**src/design/tcw_pkg.sv**
```systemverilog
// Shared types and constants of the text console writer.
// No dependencies; the front end, queue, back end and top level import this package.
`timescale 1ns / 1ps

package tcw_pkg;

  // Command codes of a request item.
  localparam logic [1:0] CMD_PUT   = 2'd0;
  localparam logic [1:0] CMD_CLEAR = 2'd1;
  localparam logic [1:0] CMD_READ  = 2'd2;

  // Control characters.
  localparam logic [7:0] CHAR_LF = 8'd10;
  localparam logic [7:0] CHAR_CR = 8'd13;

  // Reset value of the attribute register.
  localparam logic [7:0] ATTR_RESET = 8'h07;

  typedef struct packed {
    logic [1:0]  cmd;
    logic [7:0]  char_code;
    logic [10:0] cell_index;
  } req_t;

  typedef struct packed {
    logic [15:0] cell_data;
    logic [6:0]  cursor_col;
    logic [4:0]  cursor_row;
    logic        scrolled;
  } rsp_t;

  // Operation classes decided by the front end.
  typedef enum logic [2:0] {
    OP_PRINT,
    OP_LF,
    OP_CR,
    OP_CLEAR,
    OP_READ,
    OP_NOP
  } op_kind_t;

  // One classified item as it travels through the queue.
  typedef struct packed {
    op_kind_t    kind;
    logic [7:0]  code;
    logic [7:0]  attr;
    logic [10:0] index;
  } op_t;

  typedef enum logic [1:0] {
    ST_CLEAR,
    ST_IDLE,
    ST_SCROLL,
    ST_READ
  } state_t;

endpackage

```
**src/design/tcw_front.sv**
```systemverilog
// Front end: holds the attribute register, accepts request items and
// classifies them into queue entries. Depends on tcw_pkg.
`timescale 1ns / 1ps

module tcw_front (
  input  logic          clk,
  input  logic          rst,
  input  logic          req_valid,
  output logic          req_stall,
  input  tcw_pkg::req_t req,
  input  logic          cfg_we,
  input  logic [7:0]    cfg_wdata,
  input  logic          q_full,
  input  logic          init_busy,
  output logic          push,
  output tcw_pkg::op_t  op
);
  import tcw_pkg::*;

  logic [7:0] attr;

  always_ff @(posedge clk) begin
    if (rst) begin
      attr <= ATTR_RESET;
    end else if (cfg_we) begin
      attr <= cfg_wdata;
    end
  end

  assign req_stall = q_full || init_busy;
  assign push      = req_valid && !req_stall;

  always_comb begin
    op.code  = req.char_code;
    op.attr  = attr;
    op.index = req.cell_index;
    case (req.cmd)
      CMD_PUT: begin
        if (req.char_code == CHAR_LF) begin
          op.kind = OP_LF;
        end else if (req.char_code == CHAR_CR) begin
          op.kind = OP_CR;
        end else begin
          op.kind = OP_PRINT;
        end
      end
      CMD_CLEAR: op.kind = OP_CLEAR;
      CMD_READ:  op.kind = OP_READ;
      default:   op.kind = OP_NOP;
    endcase
  end

endmodule

```
**config.mk**
```make
export PLATFORM = sky130hd
export DESIGN_NAME = tcw_front
export DESIGN_NICKNAME = d
export VERILOG_FILES = /design/src/design/tcw_pkg.sv /design/src/design/tcw_front.sv
export SDC_FILE = /design/constraint.sdc
export NUM_CORES = 1
export LEC_CHECK = 0
export ABC_AREA = 1
export BUFFER_PORTS_ARGS = -buffer_cell sky130_fd_sc_hd__buf_4
export CELL_PAD_IN_SITES_DETAIL_PLACEMENT = 1
export CELL_PAD_IN_SITES_GLOBAL_PLACEMENT = 1
export CORE_MARGIN = 5
export CORE_UTILIZATION = 21
export CTS_BUF_LIST = sky130_fd_sc_hd__clkbuf_8
export CTS_CLUSTER_DIAMETER = 80
export DETAILED_ROUTE_END_ITERATION = 12
export PLACE_DENSITY = 0.93
export SETUP_SLACK_MARGIN = 0.5
export SYNTH_ARGS = -nofsm -noshare
export SYNTH_HDL_FRONTEND = slang
export SYNTH_SLANG_ARGS = --single-unit
```
**constraint.sdc**
```tcl
create_clock -name clk -period 1.3 [get_ports clk]
set_clock_uncertainty 0.15 [all_clocks]
set_input_delay 0.26 -clock clk [delete_from_list [all_inputs] [get_ports clk]]
set_output_delay 0.26 -clock clk [all_outputs]
set_load 0.02 [all_outputs]
```
==> impl_metrics.yaml, run 1 <==
critical_path:
  cp-end-kind: "output port"
  critical_path.cell_chain: "buf_8 > nor2_4 > nand2_1 > nor2_1 > nand2_1 > nand2_2 > buf_6"
  r2r-start: "attr[4]"
  critPathMaxStageDelay_ps: 110
  critPathBufInv: 2
  cp_common_cell: "nand2_1"
  slowest_stage: "buf_6"
  crit_family: "simple AND/OR/NAND/NOR gates"
  worstSetupStartpoint: "req[13]"
  critPathMaxFanout: 3
  start_kind: "input pin"
  r2r_slack_ps: 520
  cp.arrival_ps: 820
  crit_type: "input pin to output port"
  worstPathRequired_ps: 890
finish:
  final_design_area_no_fill_sq_um: 1040
  diodes: 0
  drive_gt1_frac: 0.716
  largest_reg_flops: 8
  top_regs: "attr (8)"
  final-seq-area_sq_um: 170
  multi_input_area_sq_um: 235
  n_fill_cell: 288
  nNetsFinal: 146
  syn2layout_area_growth_pct: 90.4
  largest_register: "attr"
timing:
  rsz0062_at_grt: "yes"
  maxSlewViolCount: 0
  fmax_mhz: 813
  whs_ps: 95.8
  setup_viol: 0
  hold_viol_final: 0
  period_share: 0.946
  tightestPinTransition_ps: 239
  max_slew_margin: 0.840
  period_needed_ps: 1230
floorplan:
  io_pins: 67
  die_area_sq_um: 3720
  die_h_microns: 61.0
  core_area_sq_um: 2480
  placementRows: 18
  start_util: 0.221
  die_x_microns: 61.0
global_routing:
  grt_start_max_net_pins: 10
  grt_pass1_wl_mm: 2.89
  antenna_found_initial: 0
  grt_pass1_vias: 691
  grt_usage: 0.103
  grt-ovfl-total: 0
logic_synthesis:
  mappedNetlistNets: 116
  ys.flop_type: "dfxtp_1"
  synth-edff-count: 0
  synth_largest_area_cell: "dfxtp_1"
  synth_top_area_share: 0.293
  syn_area_per_cell_sq_um: 6.75
  yosysWarnings: 0
  synth-async-reset-ratio: 0
  synth.ff_latch_count: 8
  ys_types: 12
  seq_area_frac_synth: 0.293
  synth_common_cells: "19 x buf_4, 16 x nand2_1, 11 x nor2_1"
  yosysMostFrequentCell: "buf_4"
  syn_area_sq_um: 547
  yosys-top-cells-area: "dfxtp_1 29%, buf_4 26%, nand2_1 11%, nor2_1 7.6%, inv_1 6.2%"
  syn_inst: 81
route:
  wire_per_inst_microns: 13.5
  drt_pass1_iterations: 2
  drtAntennaViolNets: 0
  dr_total_vias: 586
  top_layer: "met3"
  post-route-drc-count: 0
  wl_mm: 1.87
  drt_iter0_markers: 14
  vias_per_cell: 4.22
  dr_wl_met3_microns: 336
  met1Wirelength_microns: 558
  wl_met2_microns: 979
placed_design:
  gp_congestion: 0.657
  dpl.hpwl_mm: 1.62
  numPortBuffers: 44
  dpl_cell_area_sq_um: 797
clock_tree:
  htree_levels: 1
  clkLatencyLatePin_ps: 220
  cts_buffer_depth: 2
  cts_tree: "yes"
  clkSlewWorstSetupHoldPaths_ps: 40
  numCtsBuffers: 3
  cts_root_buf: "clkbuf_8"
  cts_hold_buf: 0
  cts_num_sinks: 8
job:
  maxCapViolations: 0
min_path:
  worstHoldStart: "cfg_wdata[2]"
  hold_path.class: "input pin to flip-flop"
run_status:
  status: "completed"
power:
  leakage_nw: 0.508
  powerDensity_nw_per_um2: 845
  peakVddDrop_v: 0.000562
-- cell usage in the layout (no fill, tap or decap), drive strengths merged --
| master | count |
|---|---|
| clkbuf | 3 |
| inv | 9 |
| clkinv | 1 |
| buf | 46 |
| nand3 | 4 |
| or2 | 1 |
| nor2 | 16 |
| dfxtp | 8 |
| o21ai | 5 |
| nand2 | 16 |
-- routing by layer --
layer / global-route usage / vias up
li1: - / 278
met1: 0.0863 / 262
met2: 0.204 / 46
met3: 0.0566 / 0
met4: 0.0279 / 0
met5: 0 / -
-- power by group --
group          switching (mW)  total (mW)  internal, mW
combinational           0.134       0.300         0.166
clock                  0.0978       0.298         0.201
sequential             0.0131       0.281         0.268
-- metrics by stage --
stage	utilization	worst slack, ps	TNS (ps)	power [mW]	instances
CTS	0.395	30.6	0	0.874	137
finish	0.420	69.7	0	0.879	139
floorplan	-	185	0	0.480	81
global route	0.420	32.7	0	0.924	139
detailed placement	0.322	-12.1	-12.1	0.521	134
global placement	0.322	6.18	0	0.513	134
-- layout make-up --
class	instances	share of cell area
Timing Repair Buffer	46	0.477
Multi-Input combinational cell	42	0.226
Sequential cell	8	0.163
Inverter	10	0.0577
Clock buffer	3	0.0397
Tap cell	30	0.0361
-- worst paths after layout --
| check | cells after the start | to |
|---|---|---|
| setup / recovery | 7 | op[27] |
| hold / removal | 3 | attr[2] |
| setup reg to reg | 2 | attr[4] |
| hold reg to reg | 2 | attr[1] |
-- logic make-up (layout without fill, tap and decap cells) --
kind of cell | count (synthesis) | after routing | synth area share
AND/OR/NAND/NOR | 37 | 37 | 0.291
buffers and inverters | 31 | 59 | 0.371
AO/OA/AOI/OAI | 5 | 5 | 0.0458
flip-flops | 8 | 8 | 0.293
-- worst register-to-register path: cells and delay by family (launching register included) --
| family | cells | cell delay, ps |
|---|---|---|
| flip-flops | 1 | 320 |
| AND/OR/NAND/NOR | 1 | 60 |
| AO/OA/AOI/OAI | 1 | 140 |
-- repair_timing --
action	in CTS	in global routing
pin swaps	10	7
resized for setup	39	11
setup endpoints to repair	21	22
setup buffers	0	2
No activity file was read; power rests on OpenSTA's default activity.
==> run 2: changes to the inputs <==
CORE_MARGIN = default   (was 5)
==> impl_metrics.yaml, run 2 (same netlist as run 1, synthesis figures left out) <==
critical_path:
  cp-end-kind: "output port"
  worstPathRequired_ps: 890
  crit_type: "input pin to output port"
  cp.arrival_ps: 860
  start_kind: "input pin"
  critPathMaxFanout: 3
placed_design:
  place_inst: 134
  numPortBuffers: 44
  dpl_cell_area_sq_um: 797
  pre_cts_slack_ps: -38.1
  dpl.hpwl_mm: 1.29
  gp_congestion: 0.620
floorplan:
  core_area_sq_um: 2480
  die_h_microns: 53.0
  placementRows: 18
  start_util: 0.221
  die_area_sq_um: 2810
  die_x_microns: 53.0
  io_pins: 67
clock_tree:
  cts_tree: "yes"
  htree_levels: 1
  cts_buffer_depth: 2
  cts_num_sinks: 8
  clkSlewWorstSetupHoldPaths_ps: 40
  cts_hold_buf: 0
  clkLatencyLatePin_ps: 230
  numCtsBuffers: 3
  cts_root_buf: "clkbuf_8"
finish:
  nNetsFinal: 145
  final_design_area_no_fill_sq_um: 1060
  largest_register: "attr"
  diodes: 0
  syn2layout_area_growth_pct: 93.1
  mostFrequentLayoutCells: "23 x buf_6, 13 x buf_4, 10 x nand2_1"
  n_fill_cell: 280
  drive_gt1_frac: 0.778
  top_regs: "attr (8)"
  final_common_cell: "buf_6"
  largest_reg_flops: 8
  stdcell_count: 138
route:
  dr_total_vias: 601
  drt_pass1_iterations: 3
  post-route-drc-count: 0
  drt_iter0_markers: 1
  drtAntennaViolNets: 0
  vias_per_cell: 4.36
  wire_per_inst_microns: 12.0
  wl_mm: 1.66
power:
  peakVddDrop_v: 0.000772
  power.share.sequential: 0.319
  powerDensity_nw_per_um2: 836
  intPower_mw: 0.635
  leakage_nw: 0.498
  clkPwrFrac: 0.337
  p_sw_mw: 0.247
  p_comb_frac: 0.344
  p_sw_frac: 0.280
job:
  maxCapViolations: 0
timing:
  setup_tns_ps: 0
  maxSlewViolCount: 0
  fmax_mhz: 785
  rsz0062_at_grt: "yes"
  period_needed_ps: 1270
  whs_ps: 97.7
  tightestPinTransition_ps: 148
  hold_viol_final: 0
  fin_ws_ps: 25.4
  setup_viol: 0
  max_slew_margin: 0.901
  period_share: 0.980
global_routing:
  grt_pass1_vias: 582
  grt_pass1_wl_mm: 2.39
  grt_usage: 0.122
  antenna_found_initial: 0
  grt_start_max_net_pins: 10
  grt-ovfl-total: 0
min_path:
  hold_path.class: "input pin to flip-flop"
run_status:
  status: "completed"
run 2: final timing paths:
kind | startpoint | to | slack, ps | depth (start not counted)
hold reg to reg | attr[2] | attr[2] | 310 | 2
hold / removal | cfg_wdata[2] | attr[2] | 100 | 3
setup / recovery | req[13] | op[27] | 30 | 7
setup reg to reg | attr[6] | attr[6] | 530 | 2
run 2: final cells by class:
cell class	instances	area, sq um	area share
inverters	10	68.8	0.0652
clock buffers	3	41.3	0.0391
well taps	30	37.5	0.0355
repair buffers	45	492	0.466
multi-input cells	42	246	0.233
flip-flops and latches	8	170	0.161
run 2: power by group through the flow:
stage	registers [mW]	logic [mW]	clock network [mW]
after floorplan	0.301	0.178	0
after global placement	0.280	0.231	0
after detailed placement	0.281	0.238	0
after CTS	0.281	0.283	0.310
after global routing	0.283	0.325	0.323
final	0.281	0.304	0.297
run 2: timing repair:
item                                    4_1_cts  5_1_grt
setup buffers                                 0        1
pin swaps                                     5        6
endpoints found under the setup margin       21       23
gates resized for setup                      40       19
run 2: metal layers:
| metal | wire (microns) | track usage | vias up |
|---|---|---|---|
| met2 | 913 | 0.243 | 47 |
| li1 | - | - | 279 |
| met5 | 0 | 0 | - |
| met3 | 201 | 0.0345 | 6 |
| met4 | 39 | 0.0833 | 0 |
| met1 | 507 | 0.101 | 269 |
run 2: critical path, stage by stage:
cell	delay, ps
buf_8	100
nor2_4	90
nand2_2	60
nor2_2	110
nand2_2	60
nand2_2	70
buf_6	110
run 2: stage by stage:
step,power [mW],util
2_1_floorplan,0.480,-
3_3_place_gp,0.511,0.322
3_5_place_dp,0.518,0.322
4_1_cts,0.873,0.395
5_1_grt,0.931,0.426
6_report,0.882,0.426
