==> config.mk <==
export PLATFORM = sky130hd
export DESIGN_NAME = tcw_queue
export DESIGN_NICKNAME = d
export VERILOG_FILES = /design/src/design/tcw_pkg.sv /design/src/design/tcw_queue.sv
export SDC_FILE = /design/constraint.sdc
export NUM_CORES = 1
export LEC_CHECK = 0
export ABC_AREA = 1
export BUFFER_PORTS_ARGS = -buffer_cell sky130_fd_sc_hd__buf_4
export CAP_MARGIN = 5
export CORE_MARGIN = 2
export CORE_UTILIZATION = 47
export DETAILED_ROUTE_END_ITERATION = 8
export GPL_TIMING_DRIVEN = 0
export PLACE_DENSITY = 0.81
export SYNTH_ARGS = -nofsm -noshare
export SYNTH_HDL_FRONTEND = slang
export SYNTH_SLANG_ARGS = --single-unit
==> constraint.sdc <==
create_clock -name clk -period 2 [get_ports clk]
set_input_delay 0.4 -clock clk [delete_from_list [all_inputs] [get_ports clk]]
set_output_delay 0.4 -clock clk [all_outputs]
set_load 0.1 [all_outputs]
==> src/design/tcw_pkg.sv <==
// Shared types and constants of the text console writer.
// No dependencies; the front end, queue, back end and top level import this package.
`timescale 1ns / 1ps

package tcw_pkg;

  // Command codes of a request item.
  localparam logic [1:0] CMD_PUT   = 2'd0;
  localparam logic [1:0] CMD_CLEAR = 2'd1;
  localparam logic [1:0] CMD_READ  = 2'd2;

  // Control characters.
  localparam logic [7:0] CHAR_LF = 8'd10;
  localparam logic [7:0] CHAR_CR = 8'd13;

  // Reset value of the attribute register.
  localparam logic [7:0] ATTR_RESET = 8'h07;

  typedef struct packed {
    logic [1:0]  cmd;
    logic [7:0]  char_code;
    logic [10:0] cell_index;
  } req_t;

  typedef struct packed {
    logic [15:0] cell_data;
    logic [6:0]  cursor_col;
    logic [4:0]  cursor_row;
    logic        scrolled;
  } rsp_t;

  // Operation classes decided by the front end.
  typedef enum logic [2:0] {
    OP_PRINT,
    OP_LF,
    OP_CR,
    OP_CLEAR,
    OP_READ,
    OP_NOP
  } op_kind_t;

  // One classified item as it travels through the queue.
  typedef struct packed {
    op_kind_t    kind;
    logic [7:0]  code;
    logic [7:0]  attr;
    logic [10:0] index;
  } op_t;

  typedef enum logic [1:0] {
    ST_CLEAR,
    ST_IDLE,
    ST_SCROLL,
    ST_READ
  } state_t;

endpackage

==> src/design/tcw_queue.sv <==
// Two-entry queue of classified operations between front and back end.
// Depends on tcw_pkg.
`timescale 1ns / 1ps

module tcw_queue (
  input  logic         clk,
  input  logic         rst,
  input  logic         push,
  input  tcw_pkg::op_t push_op,
  input  logic         pop,
  output logic         full,
  output logic         not_empty,
  output tcw_pkg::op_t head
);
  import tcw_pkg::*;

  op_t        entry [2];
  logic       wr_ptr;
  logic       rd_ptr;
  logic [1:0] count;

  assign full      = (count == 2'd2);
  assign not_empty = (count != 2'd0);
  assign head      = entry[rd_ptr];

  always_ff @(posedge clk) begin
    if (push) begin
      entry[wr_ptr] <= push_op;
    end
  end

  always_ff @(posedge clk) begin
    if (rst) begin
      wr_ptr <= 1'b0;
      rd_ptr <= 1'b0;
      count  <= 2'd0;
    end else begin
      if (push) begin
        wr_ptr <= !wr_ptr;
      end
      if (pop) begin
        rd_ptr <= !rd_ptr;
      end
      if (push && !pop) begin
        count <= count + 2'd1;
      end else if (pop && !push) begin
        count <= count - 2'd1;
      end
    end
  end

endmodule

==> results of run 1 <==
layout by cell type (no fill, tap or decap), types with 3 or more instances in the layout:
master / n
edfxtp_1: 60
clkbuf_1: 5
nand2_1: 6
buf_4: 65
dfxtp_1: 5
nor2_1: 4
buf_6: 3
clkbuf_8: 10
inv_1: 9
mux2_4: 30
metrics by stage:
stage	hold WS, ns	utilization (%)	total power (W)
after floorplan	0.472	-	0.00234
after global placement	0.495	60.2	0.00251
after detailed placement	0.502	60.3	0.00253
after CTS	0.245	63.4	0.00344
after global routing	0.243	63.4	0.00352
final	0.263	63.4	0.00339
report_power, final:
| part | internal (W) | switching [W] | leakage, nW |
|---|---|---|---|
| clock network | 0.000485 | 0.000417 | 0.0817 |
| registers | 0.00157 | 0.0000241 | 0.605 |
| logic | 0.000250 | 0.000646 | 0.647 |
state kept, by name (all words and copies together) (netlist names), named ones only:
name	cells
count	2
entry	60
rd_ptr	1
wr_ptr	1
cells in the mapped netlist, types with 3 or more instances:
| cell type | n | area [um^2] |
|---|---|---|
| buf_6 | 3 | 33.8 |
| dfxtp_1 | 5 | 100 |
| edfxtp_1 | 60 | 1800 |
| inv_1 | 9 | 33.8 |
| mux2_4 | 30 | 450 |
| nand2_1 | 6 | 22.5 |
| nor2_1 | 6 | 22.5 |
area by class of cell:
class / instances / area, um^2
plain buffers: 3 / 33.8
repair buffers: 65 / 488
inverters: 9 / 33.8
clock inverters: 1 / 5.00
clock buffers: 15 / 156
fillers: 404 / 1880
flip-flops and latches: 65 / 1900
multi-input cells: 49 / 553
well taps: 70 / 87.6
worst max-delay path by stage:
| stage | from | end | slack (ns) | cells past startpoint |
|---|---|---|---|---|
| 2_1_floorplan | push | entry[0][0]$_DFFE_PP_ | 0.39 | 2 |
| 3_3_place_gp | push | entry[0][12]$_DFFE_PP_ | -0.14 | 3 |
| 3_5_place_dp | push | entry[1][12]$_DFFE_PP_ | 0.11 | 3 |
| 4_1_cts | flop | head[6] | 0.07 | 3 |
| 5_1_grt | flop | head[6] | 0.04 | 3 |
| 6_report | flop | head[6] | 0.09 | 3 |
per-layer routing:
layer  vias to the layer above  track usage, %
met2                        41            24.7
met1                       604            14.9
met5                         -               0
met3                         7            4.12
met4                         0            8.04
li1                        622               -
kinds of logic (layout without fill, tap and decap cells):
kind of cell | count (synthesis) | in the layout | share of synthesized area (%)
simple gates | 15 | 15 | 2.44
compound gates | 2 | 2 | 0.398
buf+inv | 12 | 93 | 2.69
xor+xnor | 1 | 1 | 0.349
fa+ha+maj | 1 | 1 | 0.498
mux | 30 | 30 | 17.9
flops | 65 | 65 | 75.7
==> reports/metrics.yaml, run 1 <==
clock_tree:
  cts_tree: "built"
  clk_pin_slew_ns: 0.07
  post-cts-setup-buffers: 0
  clock_latency_ns: 0.32
  cts_root_buffer: "clkbuf_8"
  htreeDepth: 3
  numCtsBuffers: 9
  cts_buffer_depth: 2
  cts_hold_buf: 0
  cts_resized: 0
  clock_sinks: 65
synth:
  synth_area_mm2: 0.00251
  synth-edff-count: 60
  synth.distinct_cells: 14
  async_flop_share_pct: 0
  ys.flop_type: "edfxtp_1"
  ys_ff_latch: 65
  syn_nets: 161
  ys_warn_count: 0
  syn_inst: 126
  synth.avg_cell_area_um2: 19.9
  ys_seq_area_share_pct: 75.7
die:
  dieArea_mm2: 0.00595
  row_count: 26
  coreArea_mm2: 0.00514
  die_x_um: 77.1
  die_y_um: 77.1
  start_util_pct: 48.9
  ios: 66
routing:
  wl_met2_mm: 2.01
  wl_met1_mm: 1.59
  wl_per_cell_um: 14.0
  routed-wl-met3_um: 228
  ant_nets: 0
  route.detailed.drc: 0
  drt_iter0_drc: 57
  dr.pass1.iters: 4
  routed_wl_mm: 3.89
  top_layer: "met4"
  avgViaCountPerCell: 4.60
  num_vias: 1274
critical_path:
  slowest_delay_ns: 0.42
  path_cells: "buf_6, mux2_4, buf_4"
  regToRegStartpoint: "wr_ptr$_SDFFE_PP0P_"
  path_delay_family: "buffers and inverters"
  critPathSlowestCell: "dfxtp_1"
  crit_type: "flop to primary output"
  worst_setup_path_end_kind: "primary output"
  arrival_ns: 1.51
  worst-path-max-fanout: 10
  r2r_cells: 2
  crit_required_ns: 1.60
  reg2reg_to: "entry[1][1]$_DFFE_PP_"
  crit_buf_inv: 2
  reg2reg_slack_ns: 0.26
  start_kind: "flop"
timing:
  fin_tns_setup_ns: 0
  slew_headroom_pct: 18.2
  fmax_mhz: 524
  hold_violations: 0
  finalSetupViolations: 0
  finalCriticalPeriod_ns: 1.91
  fin_crit_sh_pct: 95.4
  rsz0062_at_grt: "false"
  worst_pin_slew_ns: 1.23
  slew_viol_final: 0
  clock_skew_ns: 0.00786
  fin_ws_ns: 0.0915
finish:
  fin_nets: 237
  stdcell_count: 277
  drive_gt1_share_pct: 53.6
  diodes: 0
  area_delta_synth_final_pct: 29.7
  final_area_mm2: 0.00326
global_route:
  grt_pass1_vias: 1332
  grt_max_degree: 32
  grt.overflow.total: 0
  grt_pass1_wl_mm: 6.15
  grt_usage_pct: 14.0
  antenna_found_initial: 0
worst_hold_path:
  hold_path_depth: 1
  holdPathEnd: "entry[0][0]$_DFFE_PP_"
  hold_path.class: "primary input to flop"
  min_from: "push_op[0]"
placed_design:
  placed_area_mm2: 0.00310
  gp_congestion: 0.680
  port_buffers: 65
  placed_cells: 261
  dp_hpwl_mm: 2.60
  place_ws_ns: 0.113
power:
  power_leakage_nw: 1.33
  powerDensity_mw_per_mm2: 1040
  irDropWorstVdd_v: 0.000474
flow_run:
  cap_violations: 0
run_status:
  status: "complete, no violations"
Note: power is estimated with default switching activity, not from simulation.
==> inputs of run 2 (changes only) <==
--- a/config.mk
+++ b/config.mk
@@ -9,10 +9,11 @@
 export BUFFER_PORTS_ARGS = -buffer_cell sky130_fd_sc_hd__buf_4
 export CAP_MARGIN = 5
 export CORE_MARGIN = 2
-export CORE_UTILIZATION = 47
+export CORE_UTILIZATION = 50
 export DETAILED_ROUTE_END_ITERATION = 8
 export GPL_TIMING_DRIVEN = 0
-export PLACE_DENSITY = 0.81
+export PLACE_DENSITY = 0.82
+export RECOVER_POWER = 100
 export SYNTH_ARGS = -nofsm -noshare
 export SYNTH_HDL_FRONTEND = slang
 export SYNTH_SLANG_ARGS = --single-unit
==> constraint.sdc (replaced) <==
create_clock -name clk -period 2.2 [get_ports clk]
set_input_delay 0.44 -clock clk [delete_from_list [all_inputs] [get_ports clk]]
set_output_delay 0.44 -clock clk [all_outputs]
set_load 0.1 [all_outputs]
==> run 2 against run 1 <==
Net effect:
- non-clock buffer count rose by 1
- global-route usage is 2.9 points higher
- hold slack improved by 0.042 ns
- clock skew rose by 0.0022 ns
- critical path type unchanged
- largest power group unchanged
==> reports/metrics.yaml, run 2 (synthesis results as in run 1) <==
power:
  p_int_w: 0.00201
  power_leakage_nw: 1.28
  seqPwrFrac_pct: 48.1
  powerDensity_mw_per_mm2: 956
  p_clk_share_pct: 25.9
  p_switching_w: 0.00101
  irDropWorstVdd_v: 0.000535
  swShare_pct: 33.4
  combPwrFrac_pct: 26.0
critical_path:
  reg2reg_to: "entry[0][29]$_DFFE_PP_"
  crit_required_ns: 1.76
  reg2reg_slack_ns: 0.28
  worst-path-max-fanout: 10
  arrival_ns: 1.55
  critPathSlowestCell: "dfxtp_1"
  worst_setup_path_end_kind: "primary output"
  crit_type: "flop to primary output"
  path_cells: "buf_6, mux2_4, buf_2"
  r2r_cells: 2
  crit_end: "head[19]"
  slowest_delay_ns: 0.40
  regToRegStartpoint: "wr_ptr$_SDFFE_PP0P_"
  start_kind: "flop"
finish:
  final_util_pct: 65.9
  final_common_cell: "edfxtp_1"
  diodes: 0
  fillers: 360
  fin_nets: 238
  largestRegisters: "entry: 60 flops, count: 2 flops"
  regMostFlops: "entry"
  final_cell_mix: "60 x edfxtp_1, 30 x mux2_4, 27 x buf_2"
  drive_gt1_share_pct: 49.0
  largest_reg_flops: 60
  area_delta_synth_final_pct: 25.6
clock_tree:
  cts_tree: "built"
  cts_buffer_depth: 2
  htreeDepth: 3
  cts_resized: 0
  cts_hold_buf: 0
  cts_root_buffer: "clkbuf_8"
  numCtsBuffers: 9
  clk_pin_slew_ns: 0.06
  clock_sinks: 65
  clock_latency_ns: 0.32
  post-cts-setup-buffers: 0
timing:
  finalSetupViolations: 0
  worst_pin_slew_ns: 1.38
  fmax_mhz: 502
  slew_viol_final: 0
  hold_violations: 0
  rsz0062_at_grt: "false"
  fin_crit_sh_pct: 90.6
  clock_skew_ns: 0.0100
  fin_tns_setup_ns: 0
  finalCriticalPeriod_ns: 1.99
  slew_headroom_pct: 7.59
routing:
  avgViaCountPerCell: 4.76
  wl_per_cell_um: 16.4
  routed_wl_mm: 4.48
  drt_iter0_drc: 67
  num_vias: 1299
  ant_nets: 0
  dr.pass1.iters: 4
  route.detailed.drc: 0
run_status:
  status: "complete, no violations"
global_route:
  grt_pass1_vias: 1351
  grt_pass1_wl_mm: 6.51
  grt.overflow.total: 0
  grt_usage_pct: 16.9
  grt_max_degree: 32
  antenna_found_initial: 0
placed_design:
  dp_hpwl_mm: 3.20
  gp_congestion: 0.685
  port_buffers: 65
die:
  ios: 66
  start_util_pct: 52.5
  die_x_um: 74.9
  die_y_um: 74.9
  dieArea_mm2: 0.00561
  row_count: 25
  coreArea_mm2: 0.00479
worst_hold_path:
  hold_path.class: "primary input to flop"
flow_run:
  cap_violations: 0
run 2: stage by stage:
stage / total power, W / setup slack (ns) / cells / instance area, um^2 / hold WS (ns)
after global placement: 0.00228 / -0.597 / 258 / 3080 / 0.495
after detailed placement: 0.00231 / 0.291 / 259 / 3110 / 0.530
final: 0.00302 / 0.207 / 273 / 3160 / 0.305
after global routing: 0.00311 / 0.141 / 273 / 3160 / 0.303
after CTS: 0.00309 / 0.248 / 273 / 3260 / 0.284
after floorplan: 0.00212 / 0.0367 / 126 / 2510 / 0.480
run 2: power groups by stage:
stage	Clock (W)	Combinational, W	Sequential, W
finish	0.000782	0.000785	0.00145
detailed placement	0	0.000834	0.00148
global route	0.000841	0.000813	0.00146
CTS	0.000802	0.000834	0.00145
floorplan	0	0.000655	0.00147
global placement	0	0.000807	0.00147
run 2: area by class of cell:
type	instances	area [um^2]	area share, %
Clock inverter	2	7.51	0.238
Multi-Input combinational cell	49	543	17.2
Tap cell	67	83.8	2.66
Timing Repair Buffer	66	417	13.2
Inverter	9	33.8	1.07
Clock buffer	12	135	4.28
Buffer	3	33.8	1.07
Sequential cell	65	1900	60.3
run 2: worst max-delay path, delay by kind of cell (launching register included):
kind                   cells  cell delay [ns]
buffers and inverters      2             0.50
flip-flops                 1             0.40
multiplexers               1             0.32
run 2: how the worst min path moves through the flow:
stage	start	slack (ns)	endpoint	cells after the start
after floorplan	rd_ptr$_SDFFE_PP0P_	0.48	flop	2
after global placement	wr_ptr$_SDFFE_PP0P_	0.49	wr_ptr$_SDFFE_PP0P_	2
after detailed placement	wr_ptr$_SDFFE_PP0P_	0.53	wr_ptr$_SDFFE_PP0P_	2
after CTS	push_op[17]	0.28	entry[1][17]$_DFFE_PP_	1
after global routing	rst	0.30	rd_ptr$_SDFFE_PP0P_	2
final	rst	0.30	rd_ptr$_SDFFE_PP0P_	2
run 2: per-layer routing:
metal,track usage (%),vias up,share of wire [%]
li1,-,622,-
met1,16.8,633,37
met2,30.7,36,57
met3,3.88,8,4.0
met4,12.1,0,2.7
met5,0,-,0
